<file path="src/sv/srr_pkg.sv">
`timescale 1ns / 1ps
// Shared constants and types of the selective-repeat receiver.
package srr_pkg;

    localparam int SEQ_COUNT_DEF   = 8;
    localparam int FRAME_BYTES_DEF = 16;

    localparam int SEQ_W   = 3;
    localparam int BYTE_W  = 8;
    localparam int CKSUM_W = 16;
    localparam int WIN_W   = 2;
    localparam int KIND_W  = 2;

    localparam int S_TDATA_W = 32;
    localparam int M_TDATA_W = 16;
    localparam int M_TUSER_W = 3;

    localparam logic [WIN_W-1:0] WIN_RESET = 2'd3;

    typedef enum logic [KIND_W-1:0] {
        KIND_ACK  = 2'd0,
        KIND_NAK  = 2'd1,
        KIND_DATA = 2'd2
    } result_kind_t;

    typedef struct packed {
        logic              done;
        result_kind_t      kind;
        logic [SEQ_W-1:0]  seq;
        logic [BYTE_W-1:0] data;
    } result_t;

endpackage

</file>
<file path="src/sv/srr_ram.sv">
`timescale 1ns / 1ps
// Generic simple dual-port RAM, one write port, one registered read port.
module srr_ram #(
    parameter int WIDTH = 8,
    parameter int DEPTH = 16
) (
    input  logic                     aclk,
    input  logic                     we,
    input  logic [$clog2(DEPTH)-1:0] waddr,
    input  logic [WIDTH-1:0]         wdata,
    input  logic                     re,
    input  logic [$clog2(DEPTH)-1:0] raddr,
    output logic [WIDTH-1:0]         rdata
);

    logic [WIDTH-1:0] mem [DEPTH];
    logic [WIDTH-1:0] rdata_reg;

    always_ff @(posedge aclk) begin
        if (we) begin
            mem[waddr] <= wdata;
        end
        if (re) begin
            rdata_reg <= mem[raddr];
        end
    end

    assign rdata = rdata_reg;

endmodule

</file>
<file path="src/sv/selective_repeat_receiver.sv">
`timescale 1ns / 1ps
// Selective-repeat ARQ receiver: checksum, window test, slot buffer and in-order delivery.
//
// Input channel s_*: one beat per frame byte; s_tlast marks a frame's last byte, which
// also carries the sender's checksum. Output channel m_*: ACK, NAK and delivered payload
// bytes; m_tlast marks the last result caused by one input beat. cfg_we/cfg_wdata write
// the window size (reset value 3); the user must do so only while the block is idle, as
// the block itself does not enforce it. Frame bytes are taken one per cycle while the
// block is idle and the output path is not backed up. A NAK or a re-ACK passes through the
// holding stage and output register to m_tvalid and does not stop the input. An in-window
// ACK stops the input while the buffered frames stream out: per slot a full check and a
// length read, then its payload bytes from the one read port of the slot buffer; a final
// full check and a close end the run, also for an ACK with nothing to deliver.
// The answer waits in a one-entry holding stage until it is known whether more results
// follow, so m_tlast is exact; the output register behind it lets a stalled m_tready
// back up into the holding stage and then into s_tready.
// Reset clears the slot-full flags, the window state and the running frame state;
// the slot buffer and length memory need no clearing pass.
module selective_repeat_receiver #(
    parameter int SEQ_COUNT   = srr_pkg::SEQ_COUNT_DEF,
    parameter int FRAME_BYTES = srr_pkg::FRAME_BYTES_DEF
) (
    input  logic                           aclk,
    input  logic                           aresetn,
    input  logic                           cfg_we,
    input  logic [srr_pkg::WIN_W-1:0]      cfg_wdata,
    input  logic                           s_tvalid,
    output logic                           s_tready,
    // [2:0] frame_seq, [10:3] data_byte, [26:11] frame_checksum, rest zero
    input  logic [srr_pkg::S_TDATA_W-1:0]  s_tdata,
    input  logic                           s_tlast,
    output logic                           m_tvalid,
    input  logic                           m_tready,
    // [2:0] answer_seq, [10:3] out_byte, rest zero
    output logic [srr_pkg::M_TDATA_W-1:0]  m_tdata,
    // [1:0] result_kind, [2] frame_done
    output logic [srr_pkg::M_TUSER_W-1:0]  m_tuser,
    output logic                           m_tlast
);

    localparam int NE_W  = $clog2(SEQ_COUNT);
    localparam int CW    = NE_W + 1;
    localparam int BC_W  = $clog2(FRAME_BYTES + 1);
    localparam int SA_W  = $clog2(SEQ_COUNT * FRAME_BYTES);

    typedef enum logic [4:0] {
        ST_IDLE  = 5'b00001,
        ST_CHECK = 5'b00010,
        ST_LEN   = 5'b00100,
        ST_BYTES = 5'b01000,
        ST_DONE  = 5'b10000
    } state_t;

    state_t                        state_reg, state_next;
    logic [srr_pkg::WIN_W-1:0]     win_reg;
    logic [SEQ_COUNT-1:0]          slot_full_reg, slot_full_next;
    logic [NE_W-1:0]               ne_reg, ne_next;
    logic [srr_pkg::CKSUM_W-1:0]   sum_reg, sum_next;
    logic [BC_W-1:0]               cnt_reg, cnt_next;
    logic                          term_reg, term_next;

    logic [BC_W-1:0]               idx_reg, idx_next;
    logic [BC_W-1:0]               len_reg, len_next;
    logic [SA_W-1:0]               base_reg, base_next;
    logic [srr_pkg::SEQ_W-1:0]     dseq_reg, dseq_next;
    logic                          rd_valid_reg, rd_valid_next;
    logic [srr_pkg::SEQ_W-1:0]     rd_seq_reg, rd_seq_next;
    logic                          rd_done_reg, rd_done_next;

    logic                          pend_valid_reg, pend_valid_next;
    logic                          pend_last_reg, pend_last_next;
    srr_pkg::result_t              pend_reg, pend_next;
    logic                          out_valid_reg, out_valid_next;
    logic                          out_last_reg, out_last_next;
    srr_pkg::result_t              out_reg, out_next;

    // input fields
    logic [srr_pkg::SEQ_W-1:0]     in_seq;
    logic [srr_pkg::BYTE_W-1:0]    in_byte;
    logic [srr_pkg::CKSUM_W-1:0]   in_ck;

    logic                          s_fire;
    logic [CW-1:0]                 seq_ext, seq_wrap, dist_sum, dist_ext;
    logic [NE_W-1:0]               seq_mod;
    logic                          byte_taken;
    logic [srr_pkg::CKSUM_W-1:0]   sum_upd;
    logic [BC_W-1:0]               cnt_upd;
    logic                          good, in_win, in_prev;
    logic                          frame_end;

    logic                          store_we, store_re;
    logic [SA_W-1:0]               store_waddr, store_raddr;
    logic [srr_pkg::BYTE_W-1:0]    store_rdata;
    logic                          len_we, len_re;
    logic [BC_W-1:0]               len_rdata;

    logic                          out_free, move, take, load, issue;
    logic                          new_avail, new_last;
    srr_pkg::result_t              new_res;
    logic [NE_W-1:0]               ne_inc;

    assign in_seq  = s_tdata[2:0];
    assign in_byte = s_tdata[10:3];
    assign in_ck   = s_tdata[26:11];

    assign s_fire  = s_tvalid && s_tready;
    assign frame_end = s_fire && s_tlast;

    // sequence number modulo SEQ_COUNT; the field is below twice the count
    assign seq_ext  = CW'(in_seq);
    assign seq_wrap = (seq_ext >= CW'(SEQ_COUNT)) ? seq_ext - CW'(SEQ_COUNT) : seq_ext;
    assign seq_mod  = seq_wrap[NE_W-1:0];

    // modular distance from next_expected
    assign dist_sum = CW'(seq_mod) + CW'(SEQ_COUNT) - CW'(ne_reg);
    assign dist_ext = (dist_sum >= CW'(SEQ_COUNT)) ? dist_sum - CW'(SEQ_COUNT) : dist_sum;

    assign byte_taken = s_fire && !term_reg && (in_byte != '0)
                        && (cnt_reg < BC_W'(FRAME_BYTES));
    assign sum_upd = byte_taken ? sum_reg + srr_pkg::CKSUM_W'(in_byte) : sum_reg;
    assign cnt_upd = byte_taken ? cnt_reg + BC_W'(1) : cnt_reg;

    assign good    = (sum_upd == in_ck);
    assign in_win  = (dist_ext < CW'(win_reg));
    assign in_prev = (win_reg != '0) && (dist_ext >= CW'(SEQ_COUNT) - CW'(win_reg));

    assign store_we    = byte_taken && !slot_full_reg[seq_mod];
    assign store_waddr = SA_W'(seq_mod) * SA_W'(FRAME_BYTES) + SA_W'(cnt_reg);
    assign len_we      = frame_end && good && in_win && !slot_full_reg[seq_mod];

    assign ne_inc = (ne_reg == NE_W'(SEQ_COUNT - 1)) ? '0 : ne_reg + NE_W'(1);

    // holding stage and output register
    assign out_free = !out_valid_reg || m_tready;
    assign move     = pend_valid_reg && out_free && (pend_last_reg || new_avail);
    assign take     = new_avail && (!pend_valid_reg || move);
    assign load     = rd_valid_reg && take;

    assign s_tready = (state_reg == ST_IDLE) && (!pend_valid_reg || out_free);

    assign issue       = (state_reg == ST_BYTES) && (!rd_valid_reg || load);
    assign store_re    = issue;
    assign store_raddr = base_reg + SA_W'(idx_reg);
    assign len_re      = (state_reg == ST_CHECK) && slot_full_reg[ne_reg];

    always_comb begin
        new_avail    = 1'b0;
        new_last     = 1'b0;
        new_res.done = 1'b0;
        new_res.kind = srr_pkg::KIND_ACK;
        new_res.seq  = srr_pkg::SEQ_W'(seq_mod);
        new_res.data = '0;
        if (rd_valid_reg) begin
            new_avail    = 1'b1;
            new_res.kind = srr_pkg::KIND_DATA;
            new_res.seq  = rd_seq_reg;
            new_res.data = store_rdata;
            new_res.done = rd_done_reg;
        end else if (frame_end) begin
            if (!good) begin
                new_avail    = 1'b1;
                new_last     = 1'b1;
                new_res.kind = srr_pkg::KIND_NAK;
            end else if (in_win) begin
                new_avail = 1'b1;
            end else if (in_prev) begin
                new_avail = 1'b1;
                new_last  = 1'b1;
            end
        end
    end

    always_comb begin
        state_next     = state_reg;
        slot_full_next = slot_full_reg;
        ne_next        = ne_reg;
        sum_next       = sum_upd;
        cnt_next       = cnt_upd;
        term_next      = term_reg;
        idx_next       = idx_reg;
        len_next       = len_reg;
        base_next      = base_reg;
        dseq_next      = dseq_reg;
        rd_valid_next  = issue || (rd_valid_reg && !load);
        rd_seq_next    = rd_seq_reg;
        rd_done_next   = rd_done_reg;

        if (s_fire && !term_reg && (in_byte == '0)) begin
            term_next = 1'b1;
        end
        if (frame_end) begin
            sum_next  = '0;
            cnt_next  = '0;
            term_next = 1'b0;
            if (good && in_win) begin
                slot_full_next[seq_mod] = 1'b1;
                state_next = ST_CHECK;
            end
        end

        case (state_reg)
            ST_IDLE: begin
            end
            ST_CHECK: begin
                state_next = slot_full_reg[ne_reg] ? ST_LEN : ST_DONE;
            end
            ST_LEN: begin
                // slot leaves the window as soon as its length is known
                slot_full_next[ne_reg] = 1'b0;
                ne_next   = ne_inc;
                dseq_next = srr_pkg::SEQ_W'(ne_reg);
                base_next = SA_W'(ne_reg) * SA_W'(FRAME_BYTES);
                len_next  = len_rdata;
                idx_next  = '0;
                state_next = (len_rdata == '0) ? ST_CHECK : ST_BYTES;
            end
            ST_BYTES: begin
                if (issue) begin
                    rd_seq_next  = dseq_reg;
                    rd_done_next = (idx_reg == len_reg - BC_W'(1));
                    idx_next     = idx_reg + BC_W'(1);
                    if (idx_reg == len_reg - BC_W'(1)) begin
                        state_next = ST_CHECK;
                    end
                end
            end
            ST_DONE: begin
                if (!rd_valid_reg) begin
                    state_next = ST_IDLE;
                end
            end
            default: begin
                state_next = ST_IDLE;
            end
        endcase
    end

    always_comb begin
        pend_valid_next = pend_valid_reg;
        pend_last_next  = pend_last_reg;
        pend_next       = pend_reg;
        out_valid_next  = out_valid_reg;
        out_last_next   = out_last_reg;
        out_next        = out_reg;

        if (move) begin
            out_valid_next = 1'b1;
            out_last_next  = pend_last_reg;
            out_next       = pend_reg;
        end else if (m_tready) begin
            out_valid_next = 1'b0;
        end

        if (take) begin
            pend_valid_next = 1'b1;
            pend_last_next  = new_last;
            pend_next       = new_res;
        end else if (move) begin
            pend_valid_next = 1'b0;
        end

        // run is closed once the last byte read has landed in the holding stage
        if (state_reg == ST_DONE && !rd_valid_reg) begin
            pend_last_next = 1'b1;
        end
    end

    always_ff @(posedge aclk) begin
        if (!aresetn) begin
            state_reg      <= ST_IDLE;
            win_reg        <= srr_pkg::WIN_RESET;
            slot_full_reg  <= '0;
            ne_reg         <= '0;
            sum_reg        <= '0;
            cnt_reg        <= '0;
            term_reg       <= 1'b0;
            rd_valid_reg   <= 1'b0;
            pend_valid_reg <= 1'b0;
            pend_last_reg  <= 1'b0;
            out_valid_reg  <= 1'b0;
        end else begin
            state_reg      <= state_next;
            if (cfg_we) begin
                win_reg <= cfg_wdata;
            end
            slot_full_reg  <= slot_full_next;
            ne_reg         <= ne_next;
            sum_reg        <= sum_next;
            cnt_reg        <= cnt_next;
            term_reg       <= term_next;
            rd_valid_reg   <= rd_valid_next;
            pend_valid_reg <= pend_valid_next;
            pend_last_reg  <= pend_last_next;
            out_valid_reg  <= out_valid_next;
        end
    end

    always_ff @(posedge aclk) begin
        idx_reg      <= idx_next;
        len_reg      <= len_next;
        base_reg     <= base_next;
        dseq_reg     <= dseq_next;
        rd_seq_reg   <= rd_seq_next;
        rd_done_reg  <= rd_done_next;
        pend_reg     <= pend_next;
        out_last_reg <= out_last_next;
        out_reg      <= out_next;
    end

    // payload bytes; writes only while idle, reads only while delivering
    srr_ram #(
        .WIDTH (srr_pkg::BYTE_W),
        .DEPTH (SEQ_COUNT * FRAME_BYTES)
    ) u_store (
        .aclk  (aclk),
        .we    (store_we),
        .waddr (store_waddr),
        .wdata (in_byte),
        .re    (store_re),
        .raddr (store_raddr),
        .rdata (store_rdata)
    );

    srr_ram #(
        .WIDTH (BC_W),
        .DEPTH (SEQ_COUNT)
    ) u_len (
        .aclk  (aclk),
        .we    (len_we),
        .waddr (seq_mod),
        .wdata (cnt_upd),
        .re    (len_re),
        .raddr (ne_reg),
        .rdata (len_rdata)
    );

    assign m_tvalid = out_valid_reg;
    assign m_tlast  = out_last_reg;
    assign m_tdata  = {{(srr_pkg::M_TDATA_W - srr_pkg::SEQ_W - srr_pkg::BYTE_W){1'b0}},
                       out_reg.data, out_reg.seq};
    assign m_tuser  = {out_reg.done, out_reg.kind};

`ifndef NO_ASSERTIONS
    a_idle_pend_final: assert property (@(posedge aclk) disable iff (!aresetn)
        (state_reg == ST_IDLE && pend_valid_reg) |-> pend_last_reg)
        else $error("holding stage has an open run while idle");

    a_no_read_on_input: assert property (@(posedge aclk) disable iff (!aresetn)
        s_tready |-> !rd_valid_reg)
        else $error("input taken while a buffer read is in flight");

    a_no_overwrite: assert property (@(posedge aclk) disable iff (!aresetn)
        store_we |-> !slot_full_reg[seq_mod])
        else $error("write into a stored slot");

    a_len_of_full: assert property (@(posedge aclk) disable iff (!aresetn)
        (state_reg == ST_LEN) |-> slot_full_reg[ne_reg])
        else $error("delivery of an empty slot");

    a_run_closes: assert property (@(posedge aclk) disable iff (!aresetn)
        (state_reg == ST_DONE && !rd_valid_reg) |=> (state_reg == ST_IDLE && pend_last_reg))
        else $error("delivery run not closed");
`endif

endmodule

</file>
<file path="config.mk">
export PLATFORM = sky130hd
export DESIGN_NAME = selective_repeat_receiver
export DESIGN_NICKNAME = d
export VERILOG_FILES = /design/src/sv/srr_pkg.sv /design/src/sv/srr_ram.sv /design/src/sv/selective_repeat_receiver.sv
export SDC_FILE = /design/constraint.sdc
export NUM_CORES = 1
export LEC_CHECK = 0
export BUFFER_PORTS_ARGS = -buffer_cell sky130_fd_sc_hd__buf_2
export CORE_MARGIN = 2
export CORE_UTILIZATION = 40
export CTS_CLUSTER_DIAMETER = 120
export CTS_CLUSTER_SIZE = 24
export DETAILED_ROUTE_END_ITERATION = 10
export HOLD_SLACK_MARGIN = 0.06
export MAX_ROUTING_LAYER = met4
export PLACE_DENSITY_LB_ADDON = 0.12
export SLEW_MARGIN = 20
export SYNTH_ARGS = -nofsm -noshare
export SYNTH_HDL_FRONTEND = slang
export SYNTH_HIERARCHICAL = 1
export SYNTH_SLANG_ARGS = --single-unit
</file>
<file path="constraint.sdc">
create_clock -name aclk -period 4.9 [get_ports aclk]
set_clock_uncertainty 0.2 [all_clocks]
set_input_delay 0.98 -clock aclk [delete_from_list [all_inputs] [get_ports aclk]]
set_output_delay 0.98 -clock aclk [all_outputs]
set_load 0.02 [all_outputs]
</file>
## Yosys cells after proc, flatten, opt, wreduce, memory -nomap -nowiden

Memories as Yosys holds them, arrays and structs flattened. A register that Yosys moved wholly into a read port is not among the register bits.
Index checks and enable logic that the tools add are counted.

- Register bits after elaboration: 90
- RAM bits: 1064
- Bits of input ports: 40
- Output and inout port bits: 22
- Memories kept: 2

Memory list:

| name | words | width | read ports | clocked after memory_dff | write ports | RTL line | text |
|---|---|---|---|---|---|---|---|
| u_store.mem | 128 | 8 | 1 | 1 | 1 | srr_ram.sv:16 | `logic [WIDTH-1:0] mem [DEPTH];` |
| u_len.mem | 8 | 5 | 1 | 1 | 1 | srr_ram.sv:16 |  |

- Add/subtract/negate cells: 12
- $lt $le $gt $ge: 9
- Equal/unequal tests: 9
- Multiplexer cells: 47
- Bitwise logic cells: 5
- Reductions and logical operators: 47

Operators by type and width:

| kind | number |
|---|---|
| 5-bit 2-to-1 mux | 8 |
| 5-bit case mux with 5 select lines | 1 |
| 1-bit 2-to-1 mux | 24 |
| 8-bit 2-to-1 mux | 3 |
| 1-bit logical AND | 23 |
| 16-bit by 8-bit adder with 16-bit output | 1 |
| 16-bit equality test | 1 |
| 16-bit 2-to-1 mux | 1 |
| 7-bit by 5-bit adder with 7-bit output | 2 |
| 11-bit 2-to-1 mux | 1 |
| 5-bit by 1-bit adder with 5-bit output (second input constant) | 2 |
| 5-bit case mux with 2 select lines | 1 |
| 2-bit nonzero test | 5 |
| 8-bit bitwise AND | 1 |
| 8-bit logical NOT | 1 |
| 3-bit by 4-bit < comparator with 1-bit output (second input constant) | 2 |
| 4-bit 2-to-1 mux | 2 |
| 8-bit NOT | 1 |
| 8-bit bitwise OR | 1 |
| 8-bit nonzero test | 1 |
| 1-bit binary-select mux with 3-bit select | 2 |
| 1-bit demux with 3-bit select | 2 |
| 3-bit by 1-bit greater-or-equal comparator with 1-bit output (second input constant) | 2 |
| 1-bit logical NOT | 6 |
| other kinds (26) | 35 |

## Longest topological paths before layout

Gate-level depths: netlist of the first run.

- Depth after elaboration: 22
- Depth in mapped cells: 15
- Depth with buffers taken out: 14

## Cells and area by module

The synthesis of the first run kept the hierarchy.

By module, submodules not included:

| module | instances | cells an instance | area an instance (um^2) | seq. area each (um^2) |
|---|---|---|---|---|
| srr_ram at u_store | 1 | 1635 | 39745.6 | 30989.7 |
| selective_repeat_receiver | 1 | 486 | 4933.5 | 2262.2 |
| srr_ram at u_len | 1 | 75 | 1744.2 | 1351.3 |

## Worst setup path after synthesis of the first run

No wires, ideal clock.

- Path kind: input -> register
- Start: in s_tdata[3] in the netlist's numbering
- End: mem u_len/mem[0][0] in the netlist's numbering (enable)
- Setup time: 0.374 ns
- Arrival time: 4.528 ns
- Data required time: 4.326 ns
- Slack: -0.201 ns
- Stages on the path: 15
- Buffers on the path: 1
- Cells stage by stage: ha_1 inv_1 fa_1 nand2b_1 a21oi_1 a41oi_2 nor3_1 o21ai_1 a2111o_1 or4_4 or3_1 buf_6 nor2_1 nand2b_1 nor3_1

- Word-level cells in the longest chain between the ends: 10
- Elaborated cells between the ends (all ways): 11
- Classes of those cells: add/sub (1); eq/ne (1); mux (3); reduce/logical (6)

RTL lines:

| element | RTL line | text |
|---|---|---|
| start: declaration | selective_repeat_receiver.sv:30 | `input logic [srr_pkg::S_TDATA_W-1:0] s_tdata,` |
| parallel branches: the longest is 3 deep, another holds 16-bit by 8-bit adder with 16-bit output | -- |  |
| 16-bit 2-to-1 mux (*) | selective_repeat_receiver.sv:120 | `assign sum_upd = byte_taken ? sum_reg + srr_pkg::CKSUM_W'(in_byte) : sum_reg;` |
| 16-bit equality test (*) | selective_repeat_receiver.sv:123 | `assign good = (sum_upd == in_ck);` |
| 1-bit logical AND (*) (3 in a row) | selective_repeat_receiver.sv:129 | `assign len_we = frame_end && good && in_win && !slot_full_reg[seq_mod];` |
| named net len_we | selective_repeat_receiver.sv:94 | `logic len_we, len_re;` |
| 1-bit 2-to-1 mux (*) | srr_ram.sv:20 | `if (we) begin` |
| 1-bit 2-to-1 mux (implied by the code) (*) | srr_ram.sv:21 | `mem[waddr] <= wdata;` |
| end: declaration | srr_ram.sv:16 |  |

Mark *: on every way through the listed nets, which the timed path passes.

## Worst setup path after layout of the first run

- Start: reg sum_reg[0] in the netlist's numbering
- End: mem u_len/mem[0][2] in the netlist's numbering (enable)

- Word-level cells in the longest chain between the ends: 8

RTL lines:

| element | RTL line | text |
|---|---|---|
| start: declaration | selective_repeat_receiver.sv:58 | `logic [srr_pkg::CKSUM_W-1:0] sum_reg, sum_next;` |
| start signal: assignment | selective_repeat_receiver.sv:288 | `sum_reg <= sum_next;` |
| 16-bit by 8-bit adder with 16-bit output | selective_repeat_receiver.sv:120 |  |
| 16-bit 2-to-1 mux (*) | selective_repeat_receiver.sv:120 |  |
| 16-bit equality test (*) | selective_repeat_receiver.sv:123 |  |
| 1-bit logical AND (*) (3 in a row) | selective_repeat_receiver.sv:129 |  |
| named net len_we | selective_repeat_receiver.sv:94 |  |
| 1-bit 2-to-1 mux (*) | srr_ram.sv:20 |  |
| 1-bit 2-to-1 mux (implied by the code) (*) | srr_ram.sv:21 |  |

Mark *: on every way through the listed nets, which the timed path passes. The rest lies on a longest branch.

==> flow_summary.toml, run 1 <==
[status]
status = "completed"

[global_route]
grt_start_max_net_pins = 91
grt_use_met1_pct = 27.8
grt_pass1_wl_mm = 162
gr-total-overflow = 0
grt_usage_pct = 19.7
grt.busiest_layer = "met2"
met2_usage_pct = 30.6
grt_pass1_vias = 22650
antenna_found_initial = 19
grt_use_met3_pct = 2.51

[finish]
num-fill-cells = 9672
fin_util_pct = 45.0
final_cell_mix = "edfxtp_1, mux4_2, buf_4"
layout-drive-gt1-share_pct = 29.3
final_common_cell = "edfxtp_1"
regArea_mm2 = 0.0346
fin_area_mm2 = 0.0516
multi_input_area_mm2 = 0.0113
largest_register_ffs = 1024
area_delta_synth_final_pct = 11.1
final_nets = 2501

[worst_hold_path]
worstHoldPathType = "reg -> reg"

[placement]
gp_congestion = 0.796
placed_area_mm2 = 0.0501
port_buffers = 51
post-place-ws_ps = -316
post-dp-hpwl_mm = 72.7

[setup_path]
cp.required_ps = 5110
critPathArrivalTime_ps = 4840
path_class = "reg -> reg"
cp_max_fo = 5
cp-end-kind = "flop"
cp-start-kind = "flop"

[timing]
slew_headroom_pct = 29.7
setup_viol = 0
period_share_pct = 94.4
max_freq_mhz = 216
slew_viol_final = 0
final_hold_viol_count = 0
min_period_ps = 4630
finalWorstSetupSlack_ps = 274
rsz0062_at_grt = "no"
tightest_slew_ps = 1050

[cts]
clkTransAtPathRegs_ps = 100
cts_root_buf = "clkbuf_16"
cts_resized = 0
cts_tree = "done"
hold_buffers = 0
cts.sink_count = 1167
cts_setup_buffers = 0
htree_levels = 2
cts_made_buffers = 54
clock_path_buffers = 3
clock_latency_ps = 690

[logic_synthesis]
async_flop_share_pct = 0
synth_cell_types = 66
syn_area_per_cell_um2 = 21.1
synthCells = 2196
synth_compound_area_share_pct = 1.24
synth_xor_area_share_pct = 1.11
synth-simple-area-share_pct = 3.57
ys.flop_type = "edfxtp_1"
yosys_warnings = 6
synthMuxAreaShare_pct = 17.5
yosysSeqAreaShare_pct = 74.5
synth-seq-cells = 1167
synth_top_family_by_area = "multiplexers"
synthAdderAreaFrac_pct = 0.733
syn_area_mm2 = 0.0464
synth_edf_count = 1123

[die]
dieHeight_um = 345
dieArea_mm2 = 0.119
initial_core_util_pct = 40.5
num_io_pins = 62
rows = 124
coreArea_mm2 = 0.115
die_x_um = 345

[power]
cellPowerDensity_mw_per_mm2 = 320
p_switching_uw = 3350
p_leak_uw = 0.0164
clkPwrFrac_pct = 30.8
seq_power_share_pct = 66.4
p_int_uw = 13100
power_frac_comb_pct = 2.9
switching_share_pct = 20.3
ir_drop_uv = 258
finalPower_uw = 16500

[route]
wl_mm = 113
avgViaCountPerCell = 5.56
antenna_left = 0
drtPass1Iterations = 7
wl_per_cell_um = 28.3
drt_iter0_drc = 2059
drc = 0
vias = 22073

[job]
cap_violations = 0
## per-layer routing
metal | share of wire, % | wire length, µm
met5 | 0 | 0
met4 | 2.5 | 2770
met3 | 5.3 | 5920
met2 | 48 | 53800
met1 | 44 | 50000
## power by group through the flow
stage / Clock [µW] / Combinational, µW / Sequential, µW
6_report: 5070 / 471 / 11000
5_1_grt: 5580 / 515 / 11000
4_1_cts: 5250 / 481 / 11000
3_5_place_dp: 0 / 480 / 11200
3_3_place_gp: 0 / 459 / 11200
2_1_floorplan: 0 / 176 / 11200
## cells by family (layout without fill, tap and decap cells)
family	count (synthesis)	count (layout)
DFF	1167	1167
muxes	370	370
and+or+nand+nor	358	358
buffers and inverters	136	394
AOI/OAI and AO/OA	84	84
xor gates and xnor gates	54	54
adders and majority gates	26	26
other	1	7
## worst paths after layout
check                   start               to  slack (ps)  cells after the start
setup reg to reg   sum_reg[0]  u_len/mem[0][2]         270                     15
hold / removal    pend_reg[3]       m_tdata[6]         240                      0
hold reg to reg   pend_reg[3]       m_tdata[6]         240                      0
setup / recovery   sum_reg[0]  u_len/mem[0][2]         270                     15
## cells in the mapped netlist (19+ instances only)
library cell | n | area [µm²]
ha_1 | 24 | 300
nor2_1 | 168 | 631
clkbuf_1 | 60 | 225
dfxtp_1 | 44 | 881
nand2_1 | 59 | 221
xor2_1 | 19 | 166
buf_1 | 19 | 71.3
nor3_1 | 25 | 125
edfxtp_1 | 1123 | 33700
nand3_1 | 26 | 130
inv_1 | 21 | 78.8
xnor2_1 | 32 | 280
mux4_2 | 338 | 7610
## worst max-delay path, cell delays in order, from the launching register on
cell and delay (ps):
dfxtp_1 460, ha_1 210, inv_1 50, fa_1 370, nand2b_1 150, a21oi_1 230, a41oi_2 270, nor3_1 290
o21ai_1 100, a2111o_1 370, or4_4 580, or3_1 400, nor2_1 220, nand2b_1 170, nor3_2 120, buf_4 160
## metrics by stage
stage | cells | setup TNS, ps | hold slack [ps]
after floorplan | 2200 | -1460 | 200
after global placement | 3891 | -16450 | 202
after detailed placement | 3891 | -15560 | 212
after CTS | 3970 | 0 | 234
after global routing | 3972 | 0 | 244
final | 3972 | 0 | 236
## final cells by class
type,instances,area share [%]
Clock inverter,3,0.0413
Antenna cell,2,0.00971
Timing Repair Buffer,294,4.36
Clock buffer,76,2.82
Tap cell,1512,3.67
Multi-Input combinational cell,897,21.8
Inverter,21,0.153
Sequential cell,1167,67.1
No activity file was read; power rests on OpenSTA's default activity.
==> run 2, diff against run 1 <==
--- a/config.mk
+++ b/config.mk
@@ -7,2 +7,3 @@
 export LEC_CHECK = 0
+export ABC_AREA = 1
 export BUFFER_PORTS_ARGS = -buffer_cell sky130_fd_sc_hd__buf_2
==> constraint.sdc (replaced) <==
create_clock -name aclk -period 4.9 [get_ports aclk]
set_clock_uncertainty 0.2 [all_clocks]
set_input_delay 0 -clock aclk [delete_from_list [all_inputs] [get_ports aclk]]
set_output_delay 0 -clock aclk [all_outputs]
set_load 0.02 [all_outputs]
==> run 2 against run 1 <==
  * Area after synthesis rose by 6.4%
  * Non-clock buffer count fell by 125
  * Routed wire length rose by 18%
  * Global-route usage rose by 1.9 points
  * Count of clock-buffer cells in the layout rose by 2
  * Utilization fell by 1.6 points
  * Worst hold slack got worse by 100 ps
  * Critical endpoint is now u_len/mem[0][4]
  * Highest routed layer unchanged
==> flow_summary.toml, run 2 <==
[status]
status = "completed"

[setup_path]
r2r-end = "u_len/mem[0][4]"
cp_top_family = "simple AND/OR/NAND/NOR gates"
ff2ff_path_depth = 20
cp_num_buf_inv = 6
slowest_delay_ps = 570
critPathArrivalTime_ps = 4730
cp-end-kind = "flop"
timing.rr.start = "sum_reg[0]"
cp.required_ps = 5040
path_class = "in -> reg"
cp_slowest_cell = "dlygate4sd3_1"
cp-start-kind = "primary input"
path_cells = "dlygate4sd3_1, buf_6, nor2_1, dlygate4sd3_1, nand2_1, o21ai_2, inv_1, nand2_2, nand2_1, nand3b_1, nand2_1, nor2_1, nand2_1, nor2_2, and3_1, dlygate4sd3_1, buf_4, nand2_4, nor2_1, nand2_1, nor2_1"
r2r_setup_slack_ps = 410
cp_max_fo = 15
path_common_cell = "nand2_1"

[power]
switching_share_pct = 20.8
power_frac_comb_pct = 3.0
cellPowerDensity_mw_per_mm2 = 314
p_int_uw = 13200
seq_power_share_pct = 65.8
ir_drop_uv = 269
p_switching_uw = 3460
p_leak_uw = 0.0187
clkPwrFrac_pct = 31.2

[worst_hold_path]
worstHoldPathType = "in -> reg"
holdPathEnd = "u_store/mem[89][7]"
hold_path_depth = 2
min_from = "s_tdata[10]"

[finish]
final_common_cell = "nand2_1"
final_nets = 4462
diodes = 0
area_delta_synth_final_pct = 7.39
largest_register_ffs = 1024
layout-drive-gt1-share_pct = 5.07
num-fill-cells = 11509
final_cell_mix = "nand2_1, edfxtp_1, nand3_1"

[die]
die_x_um = 355
dieHeight_um = 355
coreArea_mm2 = 0.122
dieArea_mm2 = 0.126
rows = 128
num_io_pins = 62
initial_core_util_pct = 40.4

[logic_synthesis]
synthTopCellsByCount = "nand2_1, edfxtp_1, nand3_1"
synth-seq-cells = 1167
yosys_warnings = 6
syn_area_per_cell_um2 = 11.2
syn_area_mm2 = 0.0494
yosysSeqAreaShare_pct = 70.1
synth.most_common_cell = "nand2_1"
synth_edf_count = 1123
ys.flop_type = "edfxtp_1"
synthCells = 4418
synth_top_area_share_pct = 68.3
synth_cell_types = 48
async_flop_share_pct = 0
synthTopCellsByArea = "edfxtp_1, nand2_1, nand3_1, dfxtp_1, nor2_1"
yosysTopAreaCell = "edfxtp_1"

[cts]
cts_tree = "done"
clock_latency_ps = 690
clock_path_buffers = 3
cts_setup_buffers = 0
cts_root_buf = "clkbuf_16"
cts_made_buffers = 54
clkTransAtPathRegs_ps = 100
htree_levels = 2
cts.sink_count = 1167

[timing]
max_freq_mhz = 218
setup_viol = 0
final_hold_viol_count = 0
finalWorstSetupSlack_ps = 315
min_period_ps = 4580
fin_hold_ws_ps = 136
slew_viol_final = 0
slew_headroom_pct = 26.2
tightest_slew_ps = 1110
period_share_pct = 93.6
rsz0062_at_grt = "yes"

[global_route]
antenna_found_initial = 8
grt_usage_pct = 21.6
gr-total-overflow = 0
grt_pass1_wl_mm = 198
grt_start_max_net_pins = 173
grt_pass1_vias = 30212

[job]
cap_violations = 0

[route]
wl_per_cell_um = 22.0
drc = 0
antenna_left = 0
drtPass1Iterations = 7
avgViaCountPerCell = 5.24
wl_mm = 133
drt_iter0_drc = 3017
vias = 31647

[placement]
post-dp-hpwl_mm = 76.7
post-place-ws_ps = 885
gp_congestion = 0.827
port_buffers = 51
## run 2: cell count changes after synthesis, moves of 38 or more
cell | previous run | this run
buf_2 | 16 | 122
inv_1 | 21 | 166
mux4_2 | 338 | 0
nand2_1 | 59 | 1442
nand3_1 | 26 | 1001
nor2_1 | 168 | 206
## run 2: layout make-up
| cell class | count | area, µm² | share of cell area (%) |
|---|---|---|---|
| sequential | 1167 | 34600 | 65.2 |
| multi-input combinational | 2829 | 12700 | 23.9 |
| tap | 1625 | 2030 | 3.83 |
| timing repair buffer | 169 | 1510 | 2.85 |
| clock buffer | 78 | 1510 | 2.84 |
| inverter | 175 | 686 | 1.29 |
| clock inverter | 2 | 13.8 | 0.0260 |
## run 2: repair_timing
| action | 4_1_cts | 5_1_grt |
|---|---|---|
| setup endpoints to repair | 0 | 12 |
| resized for setup | 0 | 9 |
| endpoints found under the hold margin | 755 | 0 |
| hold buffers | 52 | 0 |
## run 2: power by group through the flow
stage | registers, µW | logic, µW | clock network [µW]
2_1_floorplan | 11200 | 181 | 0
3_3_place_gp | 11200 | 465 | 0
3_5_place_dp | 11200 | 468 | 0
4_1_cts | 11000 | 499 | 5360
5_1_grt | 11000 | 547 | 5670
6_report | 11000 | 497 | 5200
## run 2: worst register-to-register path: stages (launching register included)
cell,delay (ps)
dfxtp_1,350
ha_2,220
inv_1,60
fa_1,390
inv_1,130
nand3_1,80
nand2_1,120
xnor2_1,130
nand2_1,90
nand3b_1,110
nand2_1,50
nor2_1,170
nand2_1,90
nor2_2,220
and3_1,200
dlygate4sd3_1,540
buf_4,210
nand2_4,100
nor2_1,130
nand2_1,160
nor2_1,400
## run 2: metrics by stage
step	total power (µW)	util [%]	std cells	area, µm²	setup TNS, ps
final	16700	43.4	6045	53000	0
after global placement	11700	41.7	5913	51000	0
after floorplan	11400	-	4422	49400	0
after global routing	17200	43.4	6045	53000	-274
after detailed placement	11700	41.7	5913	51000	0
after CTS	16800	43.4	6045	53000	0
## run 2: metal layers
metal  global-route usage [%]  up-vias  wire (µm)
li1                         -    15168          -
met1                     30.7    15548      61100
met2                     33.5      781      61600
met3                     2.03      150       7270
met4                     5.26        0       3160
met5                        -        -          0
## run 2: cells by family after synthesis
kind of cell	after synthesis	share of synthesized area, %
xor gates and xnor gates	24	0.514
AOI/OAI and AO/OA	57	0.737
and+or+nand+nor	2716	23.6
DFF	1167	70.1
buffers and inverters	427	4.35
adders and majority gates	26	0.689
other	1	0.00759
## run 2: how the worst max path moves through the flow
| stage | startpoint | to | cells after the start |
|---|---|---|---|
| floorplan | ne_reg[0] | u_len/mem[1][0] | 11 |
| global placement | sum_reg[0] | u_len/mem[1][1] | 19 |
| detailed placement | sum_reg[0] | u_len/mem[5][1] | 19 |
| CTS | s_tdata[3] | pend_last_reg | 21 |
| global route | s_tdata[3] | u_len/mem[0][4] | 21 |
| finish | s_tdata[3] | u_len/mem[0][4] | 21 |
==> run 3, diff against run 2 <==
- CTS_BUF_LIST: unset -> sky130_fd_sc_hd__clkbuf_2 sky130_fd_sc_hd__clkbuf_4 sky130_fd_sc_hd__clkbuf_8
==> run 3 against run 2 <==
  * Maximum frequency shrank 5.2%
  * Worst hold slack lost 37 ps
  * Final cell count grew 0.36%
  * Count of clock-buffer cells in the layout is the same
  * Sequential power is essentially flat
  * Non-clock buffer count grew 18
  * Global-route usage grew 0.060 points
  * Largest power group unchanged
  * Routed wire length grew 0.53%
==> flow_summary.toml, run 3 (synthesis gave the netlist of run 2 again) <==
[cts]
cts.sink_count = 1167
cts_root_buf = "clkbuf_8"
cts_setup_buffers = 0
clkTransAtPathRegs_ps = 140
cts_made_buffers = 54
clock_path_buffers = 3
htree_levels = 2
clock_latency_ps = 820
cts_tree = "done"

[die]
coreArea_mm2 = 0.122
initial_core_util_pct = 40.4
dieHeight_um = 355
die_x_um = 355
rows = 128
dieArea_mm2 = 0.126
num_io_pins = 62

[power]
cellPowerDensity_mw_per_mm2 = 297
p_leak_uw = 0.0186
ir_drop_uv = 221
finalPower_uw = 15600

[setup_path]
critPathArrivalTime_ps = 5080
r2r-end = "u_len/mem[5][1]"
path_class = "in -> reg"
cp_max_fo = 11
timing.rr.start = "sum_reg[0]"
r2r_setup_slack_ps = 410
cp-end-kind = "flop"
cp-start-kind = "primary input"
cp.required_ps = 5150
crit_path_end = "u_store/mem[27][0]"
crit_start = "s_tdata[2]"
ff2ff_path_depth = 19

[global_route]
gr-total-overflow = 0
grt_start_max_net_pins = 173
grt_usage_pct = 21.6
antenna_found_initial = 6
grt_pass1_wl_mm = 199
grt_pass1_vias = 30260

[timing]
final_hold_viol_count = 0
tightest_slew_ps = 1100
setup_viol = 0
slew_headroom_pct = 26.4
slew_viol_final = 0
period_share_pct = 98.7
setup_tns_ps = 0
min_period_ps = 4830
finalWorstSetupSlack_ps = 66.1
max_freq_mhz = 207
rsz0062_at_grt = "no"

[route]
avgViaCountPerCell = 5.23
vias = 31703
wl_mm = 134
drtPass1Iterations = 5
wl_per_cell_um = 22.1
drc = 0
drt_iter0_drc = 3115
antenna_left = 0

[placement]
gp_congestion = 0.827
place_inst = 5913
post-place-ws_ps = 885
post-dp-hpwl_mm = 76.7
port_buffers = 51

[finish]
num-fill-cells = 11546
largest_register_ffs = 1024
final_common_cell = "nand2_1"
final_nets = 4480
layout-drive-gt1-share_pct = 5.48
final_cell_mix = "nand2_1, edfxtp_1, nand3_1"
area_delta_synth_final_pct = 6.62
final_cells = 6067
multi_input_area_mm2 = 0.0127
regArea_mm2 = 0.0346

[job]
cap_violations = 0

[status]
status = "completed"

[worst_hold_path]
worstHoldPathType = "in -> reg"
-- run 3: cell types whose count changed in the layout (fill, tap and decap cells not counted), moves of 4 or more --
cell	change
clkbuf_1	-21
clkbuf_16	-57
clkbuf_4	+21
clkbuf_8	+57
diode_2	+4
dlygate4sd3_1	+19
nor2_1	+4
nor2_2	-4
-- run 3: stage by stage --
step	hold slack [ps]	area (µm²)	util, %
detailed placement	21.6	51000	41.7
global placement	18.6	51000	41.7
finish	98.6	52700	43.1
floorplan	-101	49400	-
CTS	80.2	52600	43.1
global route	134	52700	43.1
-- run 3: cell type report --
class | instances | area share (%)
Antenna cell | 4 | 0.0190
Timing Repair Buffer | 187 | 3.21
Clock buffer | 78 | 1.79
Sequential cell | 1167 | 65.7
Clock inverter | 2 | 0.0261
Tap cell | 1625 | 3.86
Inverter | 175 | 1.30
Multi-Input combinational cell | 2829 | 24.1
-- run 3: per-layer routing --
layer	track usage, %	wire length (µm)	vias to the layer above
li1	-	-	15180
met1	30.7	61300	15566
met2	33.6	62100	816
met3	2.27	7420	141
met4	5.15	2990	0
met5	-	0	-
-- run 3: worst min-delay path by stage --
stage                       startpoint                 to  slack [ps]  depth (start not counted)
final                      s_tdata[26]     pend_valid_reg         100                          9
after global routing       s_tdata[25]     pend_valid_reg         130                          9
after CTS                   s_tdata[0]        pend_reg[8]          80                          4
after global placement    cfg_wdata[0]         win_reg[0]          20                          3
after detailed placement  cfg_wdata[1]         win_reg[1]          20                          3
after floorplan             s_tdata[3]  u_store/mem[0][0]        -100                          0
-- run 3: report_power, final --
part / switching (µW) / leakage [µW] / internal, µW
Clock: 2930 / 0.000514 / 1240
Sequential: 15.4 / 0.0104 / 10900
Combinational: 385 / 0.00765 / 129
-- run 3: worst max-delay path, stage by stage --
cell and delay [ps]:
dlygate4sd3_1 520, dlygate4sd3_1 550, buf_2 170, dlygate4sd3_1 700
inv_1 180, nor3_1 90, a22o_1 230, a221oi_1 250
nand4_1 310, nor2_1 170, buf_4 200, nand2_1 640
buf_4 440, nor2_1 610
-- run 3: timing repair --
action | CTS | global route
hold endpoints to repair | 844 | 0
hold buffers | 71 | 0
endpoints found under the setup margin | 0 | 55
resized for setup | 0 | 6
